==> src/design/rdc_pkg.sv <==
// rdc_pkg: shared types and constants of the radix digit converter
// beat structs for both channels, controller to datapath command and status groups
// no dependencies
package rdc_pkg;

	localparam int DEF_VALUE_WIDTH = 64;
	localparam int FIELD_VALUE_W   = 64;
	localparam int BASE_W          = 17;
	localparam int DIGIT_W         = 16;
	localparam logic [BASE_W-1:0] BASE_MIN = 17'd2;
	localparam logic [BASE_W-1:0] BASE_MAX = 17'd65536;

	typedef struct packed {
		logic [FIELD_VALUE_W-1:0] value;
		logic [BASE_W-1:0]        base;
	} req_beat_t;

	typedef struct packed {
		logic [DIGIT_W-1:0] digit;
		logic               last;
	} rsp_beat_t;

	typedef struct packed {
		logic load;
		logic step;
		logic store;
		logic rd;
		logic show;
	} rdc_cmd_t;

	typedef struct packed {
		logic step_last;
		logic quot_zero;
		logic out_free;
		logic rd_first;
	} rdc_sts_t;

endpackage

==> src/design/rdc_ram.sv <==
// rdc_ram: generic single write port, single read port memory with registered read
// no dependencies
module rdc_ram #(
	parameter int WIDTH = 16,
	parameter int DEPTH = 64
) (
	input  logic                     clk,
	input  logic                     wr_en,
	input  logic [$clog2(DEPTH)-1:0] wr_addr,
	input  logic [WIDTH-1:0]         wr_data,
	input  logic                     rd_en,
	input  logic [$clog2(DEPTH)-1:0] rd_addr,
	output logic [WIDTH-1:0]         rd_data
);

	logic [WIDTH-1:0] mem_q [DEPTH];

	always_ff @(posedge clk) begin
		if (wr_en) begin
			mem_q[wr_addr] <= wr_data;
		end
		if (rd_en) begin
			rd_data <= mem_q[rd_addr];
		end
	end

endmodule

==> src/design/rdc_ctrl.sv <==
// rdc_ctrl: sequencing state machine of the radix digit converter
// depends on rdc_pkg for the command and status structs
module rdc_ctrl
	import rdc_pkg::*;
(
	input  logic     clk,
	input  logic     arst_n,
	input  logic     req_valid,
	output logic     req_stall,
	input  rdc_sts_t sts,
	output rdc_cmd_t cmd
);

	localparam logic [2:0] ST_IDLE  = 3'd0;
	localparam logic [2:0] ST_DIV   = 3'd1;
	localparam logic [2:0] ST_STORE = 3'd2;
	localparam logic [2:0] ST_READ  = 3'd3;
	localparam logic [2:0] ST_SHOW  = 3'd4;

	logic [2:0] state_q;
	logic [2:0] state_d;

	assign req_stall = (state_q != ST_IDLE);

	always_comb begin
		state_d = state_q;
		cmd     = '0;
		case (state_q)
			ST_IDLE: begin
				if (req_valid) begin
					cmd.load = 1'b1;
					state_d  = ST_DIV;
				end
			end
			ST_DIV: begin
				cmd.step = 1'b1;
				if (sts.step_last) begin
					state_d = ST_STORE;
				end
			end
			ST_STORE: begin
				cmd.store = 1'b1;
				state_d   = sts.quot_zero ? ST_READ : ST_DIV;
			end
			ST_READ: begin
				cmd.rd  = 1'b1;
				state_d = ST_SHOW;
			end
			ST_SHOW: begin
				if (sts.out_free) begin
					cmd.show = 1'b1;
					state_d  = sts.rd_first ? ST_IDLE : ST_READ;
				end
			end
			default: begin
				state_d = ST_IDLE;
			end
		endcase
	end

	always_ff @(posedge clk or negedge arst_n) begin
		if (!arst_n) begin
			state_q <= ST_IDLE;
		end else begin
			state_q <= state_d;
		end
	end

endmodule

==> src/design/rdc_dp.sv <==
// rdc_dp: datapath with bit-serial divider, digit store and output register
// depends on rdc_pkg and rdc_ram
module rdc_dp
	import rdc_pkg::*;
#(
	parameter int VALUE_WIDTH = DEF_VALUE_WIDTH
) (
	input  logic      clk,
	input  logic      arst_n,
	input  req_beat_t req_beat,
	output logic      rsp_valid,
	input  logic      rsp_stall,
	output rsp_beat_t rsp_beat,
	input  rdc_cmd_t  cmd,
	output rdc_sts_t  sts
);

	localparam int AW = $clog2(VALUE_WIDTH);

	logic [VALUE_WIDTH-1:0] dq_q;
	logic [BASE_W-1:0]      base_q;
	logic [BASE_W-1:0]      rem_q;
	logic [AW-1:0]          bit_q;
	logic [AW-1:0]          ndig_q;
	logic [AW-1:0]          rdidx_q;
	logic                   rsp_valid_q;
	rsp_beat_t              rsp_beat_q;

	logic [BASE_W:0]        trial;
	logic                   ge;
	logic [BASE_W:0]        diff;
	logic [BASE_W-1:0]      base_clamp;
	logic [DIGIT_W-1:0]     rd_data;

	assign trial = {rem_q, dq_q[VALUE_WIDTH-1]};
	assign ge    = (trial >= {1'b0, base_q});
	assign diff  = trial - {1'b0, base_q};

	always_comb begin
		base_clamp = req_beat.base;
		if (req_beat.base < BASE_MIN) begin
			base_clamp = BASE_MIN;
		end else if (req_beat.base > BASE_MAX) begin
			base_clamp = BASE_MAX;
		end
	end

	assign sts.step_last = (bit_q == AW'(VALUE_WIDTH - 1));
	assign sts.quot_zero = (dq_q == '0);
	assign sts.out_free  = !rsp_valid_q || !rsp_stall;
	assign sts.rd_first  = (rdidx_q == '0);

	always_ff @(posedge clk) begin
		if (cmd.load) begin
			dq_q   <= req_beat.value[VALUE_WIDTH-1:0];
			base_q <= base_clamp;
			rem_q  <= '0;
			bit_q  <= '0;
			ndig_q <= '0;
		end else if (cmd.step) begin
			dq_q  <= {dq_q[VALUE_WIDTH-2:0], ge};
			rem_q <= ge ? diff[BASE_W-1:0] : trial[BASE_W-1:0];
			bit_q <= bit_q + AW'(1);
		end else if (cmd.store) begin
			rem_q   <= '0;
			bit_q   <= '0;
			ndig_q  <= ndig_q + AW'(1);
			rdidx_q <= ndig_q;
		end else if (cmd.show) begin
			rdidx_q <= rdidx_q - AW'(1);
		end
		if (cmd.show) begin
			rsp_beat_q.digit <= rd_data;
			rsp_beat_q.last  <= (rdidx_q == '0);
		end
	end

	always_ff @(posedge clk or negedge arst_n) begin
		if (!arst_n) begin
			rsp_valid_q <= 1'b0;
		end else if (cmd.show) begin
			rsp_valid_q <= 1'b1;
		end else if (!rsp_stall) begin
			rsp_valid_q <= 1'b0;
		end
	end

	rdc_ram #(
		.WIDTH (DIGIT_W),
		.DEPTH (VALUE_WIDTH)
	) u_digits (
		.clk     (clk),
		.wr_en   (cmd.store),
		.wr_addr (ndig_q),
		.wr_data (rem_q[DIGIT_W-1:0]),
		.rd_en   (cmd.rd),
		.rd_addr (rdidx_q),
		.rd_data (rd_data)
	);

	assign rsp_valid = rsp_valid_q;
	assign rsp_beat  = rsp_beat_q;

endmodule

==> src/design/radix_digit_converter_unit.sv <==
// radix_digit_converter_unit: top level of the radix digit converter
// depends on rdc_pkg, rdc_ctrl, rdc_dp and rdc_ram
//
// request channel: req_valid / req_stall / req_beat carries one value and a base
// (bases below 2 act as 2, above 65536 as 65536; value bits above VALUE_WIDTH ignored)
// response channel: rsp_valid / rsp_stall / rsp_beat gives the digits, most
// significant first, one per beat, last set on the units digit; a zero value
// gives a single zero digit
// digits are found least significant first by repeated division by the base in
// a one-bit-per-cycle divider, a divide pass over all value bits and then a store
// into a digit memory per digit, then read back in reverse, each beat a memory
// read and then a show into the output register
// req_stall is high from the beat after acceptance until the last digit sits in
// the output register
// when the receiver stalls the output register holds its beat and the readback
// waits; the divider of the next request may run beneath a pending last digit
// reset clears the sequencer and the output valid; no clearing pass is needed
module radix_digit_converter_unit
	import rdc_pkg::*;
#(
	parameter int VALUE_WIDTH = DEF_VALUE_WIDTH
) (
	input  logic      clk,
	input  logic      arst_n,
	input  logic      req_valid,
	output logic      req_stall,
	input  req_beat_t req_beat,
	output logic      rsp_valid,
	input  logic      rsp_stall,
	output rsp_beat_t rsp_beat
);

	rdc_cmd_t cmd;
	rdc_sts_t sts;

	rdc_ctrl u_ctrl (
		.clk       (clk),
		.arst_n    (arst_n),
		.req_valid (req_valid),
		.req_stall (req_stall),
		.sts       (sts),
		.cmd       (cmd)
	);

	rdc_dp #(
		.VALUE_WIDTH (VALUE_WIDTH)
	) u_dp (
		.clk       (clk),
		.arst_n    (arst_n),
		.req_beat  (req_beat),
		.rsp_valid (rsp_valid),
		.rsp_stall (rsp_stall),
		.rsp_beat  (rsp_beat),
		.cmd       (cmd),
		.sts       (sts)
	);

`ifndef SYNTH
	a_busy_after_req: assert property (@(posedge clk) disable iff (!arst_n)
		req_valid && !req_stall |=> req_stall)
		else $error("request taken while a conversion starts");

	a_busy_mid_run: assert property (@(posedge clk) disable iff (!arst_n)
		rsp_valid && !rsp_beat.last |-> req_stall)
		else $error("block idle before the last digit");

	a_show_needs_room: assert property (@(posedge clk) disable iff (!arst_n)
		cmd.show |-> (!rsp_valid || !rsp_stall))
		else $error("output register overwritten while stalled");
`endif

endmodule

==> config.mk <==
export PLATFORM = sky130hd
export DESIGN_NAME = radix_digit_converter_unit
export DESIGN_NICKNAME = d
export VERILOG_FILES = /design/src/design/rdc_pkg.sv /design/src/design/rdc_ram.sv /design/src/design/rdc_ctrl.sv /design/src/design/rdc_dp.sv /design/src/design/radix_digit_converter_unit.sv
export SDC_FILE = /design/constraint.sdc
export NUM_CORES = 1
export LEC_CHECK = 0
export ABC_AREA = 0
export BUFFER_PORTS_ARGS = -buffer_cell sky130_fd_sc_hd__buf_2
export CAP_MARGIN = 0
export CORE_MARGIN = 2
export CORE_UTILIZATION = 55
export DETAILED_ROUTE_END_ITERATION = 8
export PLACE_DENSITY = 0.77
export SLEW_MARGIN = 5
export SYNTH_ARGS = -nofsm -noshare
export SYNTH_HDL_FRONTEND = slang
export SYNTH_SLANG_ARGS = --single-unit
==> constraint.sdc <==
create_clock -name clk -period 4.5 [get_ports clk]
set_clock_uncertainty 0.2 [all_clocks]
set_input_delay 0.9 -clock clk [delete_from_list [all_inputs] [get_ports clk]]
set_output_delay 0.9 -clock clk [all_outputs]
set_load 0.03 [all_outputs]
# Yosys cells after proc, flatten, opt, wreduce, memory -nomap -nowiden
# Memory sizes are Yosys's and may differ from the RTL's. A register that Yosys moved wholly into a read port is not among the register bits.
# Index checks and enable logic that the tools add are counted.
# word_totals
mem_count,1
output_inout_bits,19
wordCells,71
register_bits,137
in_bits,85
ram_bits,1024
# mem_list
name,depth,word_bits,rd,rd_ports_with_merged_regs,wr,line_no,text
u_dp.u_digits.mem_q,64,16,1,1,1,rdc_ram.sv:16,logic [WIDTH-1:0] mem_q [DEPTH];
# classes
mux,27
n_reduce_logical,14
addsub,4
magnitude_cmp,3
n_bitwise,2
n_eq_ne,9
# op_table
operator,n
2-to-1 mux 64 bit,2
2-to-1 mux 17 bit,4
logical NOT 64 bit,1
2-to-1 mux 6 bit,4
greater-or-equal comparator 18 x 17 -> 1 bit,1
"> comparator 17 bit, second input constant",1
"< comparator 17 x 2 -> 1 bit, second input constant",1
subtractor 17 bit,1
one-hot mux 3 bit (5 select lines),1
"adder 6 x 1 -> 6 bit, second input constant",2
2-to-1 mux 1 bit,11
2-to-1 mux 3 bit,3
"== test 3 x 2 -> 1 bit, second input constant",2
"== test 6 bit, second input constant",1
logical NOT 6 bit,1
"inequality test 2 bit, second input constant",3
AND reduction 3 bit,2
nonzero test 2 bit,3
"subtractor 6 x 1 -> 6 bit, second input constant",1
2-to-1 mux 2 bit,2
"== test 3 x 1 -> 1 bit, second input constant",1
"== test 3 bit, second input constant",1
logical NOT 3 bit,1
nonzero test 3 bit,1
other kinds (6),8

# Logic depth before layout (Yosys ltp)
# logic_depth
word_depth,6
ltp_mapped,11
ltp_nobuf,10

# By module
# A second synthesis with hierarchy kept.
# hier_totals
cells_unflattened,2382
area_unflattened_um2,46968.8
# modules_own_cells
mod,seq_area_each_um2,area_each_um2,cells_each,instances
rdc_ram,31230.0,40202.3,1829,1
rdc_dp,3728.6,6583.8,532,1
rdc_ctrl,75.1,182.7,21,1

# Least setup slack after synthesis
# No wires, ideal clock.
# synth_path
path_kind,input to register
startpoint,in req_valid
endpoint,"reg u_dp.dq_q[0], enable pin"
path_stages,4
arrival_ps,2555
required_ps,3612
n_path_buf,1
setup_ps,688
slack_ps,1058
cell_sequence,nor2b_1 nand2_1 clkbuf_1 nand2_1
# synth_between
elab_chain_len,3
# synth_rtl
item,line_no,text
from (decl),radix_digit_converter_unit.sv:25,"input logic req_valid,"
2-to-1 mux 1 bit,rdc_ctrl.sv:30,if (req_valid) begin
2-to-1 mux 1 bit,rdc_ctrl.sv:28,case (state_q)
nonzero test 2 bit (no source line),n/a,
to (signal assigned),rdc_dp.sv:55,dq_q <= req_beat.value[VALUE_WIDTH-1:0];
to (signal assigned),rdc_dp.sv:61,"dq_q <= {dq_q[VALUE_WIDTH-2:0], ge};"
to (decl),rdc_dp.sv:20,logic [VALUE_WIDTH-1:0] dq_q;
# No other way between the ends.
# A chain may end at the register's enable or synchronous reset.

==> run summary <==
Status - finished, final reports clean
Clock transition at path regs - 0.06 ns
Worst Hold End - u_dp.base_q[16]$_SDFFCE_PP0P_
Clock Latency Late Sink - 0.68 ns
Die area - 87000 um2
WHS Path Cells - 1
Initial antenna violation count - 2
Ranking of synthesized cells by area - edfxtp_1 (74%), mux4_2 (14%), nand2_1 (2.3%)
Detailed Place HPWL - 61700 um
Die Ht - 295 um
Global-route wire length before repair - 161000 um
Ys async rst share - 0.340%
Pwr per Cell Area - 405 nW/um2
DIE WIDTH - 295 um
Final WL - 108000 um
Num Clock Sinks - 1177
Largest net degree at the start of global routing - 80
# setup viols final - 0
Tmin final - 3.71 ns
Setup bufs post-CTS - 0
CP Class - flop to flop
Req. time, crit path - 4.72 ns
Grt ovf - 0
CP max-delay cell - edfxtp_1
H-tree depth - 3
Pins Over Slew Limit - 0
Flops & latches, synth - 1177
Post-Place Cells - 3637
Setup TNS - 0 ns
Netlist cell types - 55
Maximum capacitance violations - 0
Routability cong. - 0.855
Max incr delay on CP - 0.99 ns
Core Region - 83700 um2
Area Growth Syn to Fin - 13.0%
Layout cell share with drive strength beyond 1 - 25.6%
Cell with the most instances after synthesis - edfxtp_1
R2R Setup Slk - 0.79 ns
Reg2reg path depth - 7
Worst-Margin Slew - 1.23 ns
Fin util - 62.9%
HP Class - input pin to flop
Worst vdd ir - 0.000285 V
Initial Util - 55.6%
Final #Nets - 2726
Finished Layout Cells - 3851
Rows - 106
WP data arrival - 3.93 ns
Slew Limit Headroom - 17.7%
Vias in the first global route - 24788
Mapped cell area - 46600 um2
Worst hold slack - 0.241 ns
Register area share after synthesis - 75.2%
Iter 0 DRT Violations - 3385
Antenna Nets Post-Route - 0
Fill cells - 5567
DR vias/cell - 6.40
CP Launch Type - flop
Post-synth EDFFs - 1144
Synth warnings - 0
Critical-path maximum fanout - 28
Most frequent cells after synthesis - edfxtp_1 (1144), mux4_2 (281), nand2_1 (281)
Fmax - 0.270 GHz
Drt pass-1 iters - 6
IO Pins - 104
Detailed-route via count - 24654
Hold Vio Cnt, Final - 0
Critical-path cell list - buf_4 > mux4_2 > and2_1 > a211oi_1 > a21oi_1 > a22oi_1 > nand2_1
Hold path start - req_beat[16]
Period utilization - 82.4%
Tot GR Track Use - 25.4%
Static leakage - 16.9 nW
RSZ-0062 raised after global routing - false
Crit end category - flop
R2r endpoint - u_dp.u_digits.rd_data[1]$_DFFE_PP_
CTS tree - yes
R2r startpoint - u_dp.rdidx_q[2]$_DFFE_PP_
Clk buf depth - 3
Remaining DRCs - 0
Cell taking the most area after synthesis - edfxtp_1
Clock root buffer - clkbuf_16
Main synth FF type - edfxtp_1
Cell count after synthesis - 2420
Drt wl/cell - 28.2 um
Synthesized area per cell - 19.2 um2
Syn_nets - 2527
Share of the synthesized area in the top cell type - 73.8%
I/O Buffers - 103
Total CTS buffers - 113
what timing repair did:
action	in CTS	in global routing
hold endpoints to repair	4	0
resized for setup	0	0
hold buffers	1	0
cell families (layout without fill, tap and decap cells):
family,after synthesis,count (layout),synth area share [%]
flops,1177,1177,75.2
simple gates,528,528,4.93
mux,323,323,14.5
compound gates,193,193,2.78
buf+inv,156,452,1.54
fa+ha+maj,22,22,0.607
xor+xnor,21,21,0.395
other cells,0,1,0
flip-flops by register name, summed over array words and instances (netlist names), 3 cells and up:
name                   cells
u_dp.rdidx_q               6
u_dp.u_digits.rd_data     16
u_dp.u_digits.mem_q     1024
u_dp.base_q               17
u_ctrl.state_q             3
u_dp.ndig_q                6
u_dp.rsp_beat             17
u_dp.bit_q                 6
u_dp.rem_q                17
u_dp.dq_q                 64
per-layer routing:
layer	track usage [%]	wire, um	vias up
met1	36.3	41200	12676
met2	40.2	52400	1589
li1	-	-	10168
met5	0	11	-
met3	5.25	11600	219
met4	7.68	3340	2
worst max path at each step:
stage,start,end,slack [ns]
final,u_dp.rdidx_q[2]$_DFFE_PP_,u_dp.u_digits.rd_data[1]$_DFFE_PP_,0.79
after floorplan,req_valid,u_dp.dq_q[0]$_DFFE_PN_,1.06
after global placement,u_dp.rdidx_q[2]$_DFFE_PP_,u_dp.u_digits.rd_data[1]$_DFFE_PP_,0.84
after CTS,u_dp.rdidx_q[0]$_DFFE_PP_,u_dp.u_digits.rd_data[1]$_DFFE_PP_,0.81
after detailed placement,u_dp.rdidx_q[0]$_DFFE_PP_,u_dp.u_digits.rd_data[1]$_DFFE_PP_,0.84
after global routing,u_dp.rdidx_q[2]$_DFFE_PP_,u_dp.u_digits.rd_data[1]$_DFFE_PP_,0.64
area by class of cell:
| class | instances | area [um2] | share of cell area, % |
|---|---|---|---|
| tap | 1134 | 1420 | 2.70 |
| sequential | 1177 | 35100 | 66.6 |
| inverter | 24 | 90.1 | 0.171 |
| antenna | 1 | 2.50 | 0.00476 |
| multi-input combinational | 1087 | 10800 | 20.6 |
| clock buffer | 138 | 3000 | 5.71 |
| timing repair buffer | 216 | 1500 | 2.86 |
| clock inverter | 74 | 706 | 1.34 |
placed cells by master (no fill, tap or decap), types with 13 or more instances in the layout:
cell,count
nor4_1,20
nand3_1,17
a21oi_1,45
edfxtp_1,1144
nor2_1,111
clkbuf_1,19
dfxtp_1,13
buf_2,103
inv_1,23
nand2_1,279
dfxtp_2,16
mux2i_1,41
a31oi_1,13
clkinv_1,23
a211oi_1,34
mux4_2,281
ha_1,21
clkinv_2,26
clkbuf_16,115
nor2b_1,25
and2_1,28
o21ai_0,15
buf_4,101
a22oi_1,19
worst max-delay path: cells and delay by family (launching register included):
kind	cells	cell delay (ns)
AND/OR/NAND/NOR	2	0.27
buffers and inverters	1	0.55
flip-flops	1	0.99
AO/OA/AOI/OAI	3	1.03
multiplexers	1	0.37
metrics by stage:
step,cell area [um2],total power [mW],setup slack [ns]
floorplan,46600,12.1,1.06
global placement,48900,12.1,0.840
detailed placement,48900,12.1,0.843
CTS,52600,21.4,0.806
global route,52600,21.8,0.635
finish,52600,21.3,0.791
power by group:
part	leakage, nW	switching, mW	internal (mW)	total (mW)
clock	1.80	4.06	5.38	9.44
sequential	10.7	0.0000000000000000364	11.8	11.8
combinational	4.43	0.0202	0.0315	0.0517
total	16.9	4.08	17.2	21.3
Note: power is estimated with default switching activity, not from simulation.
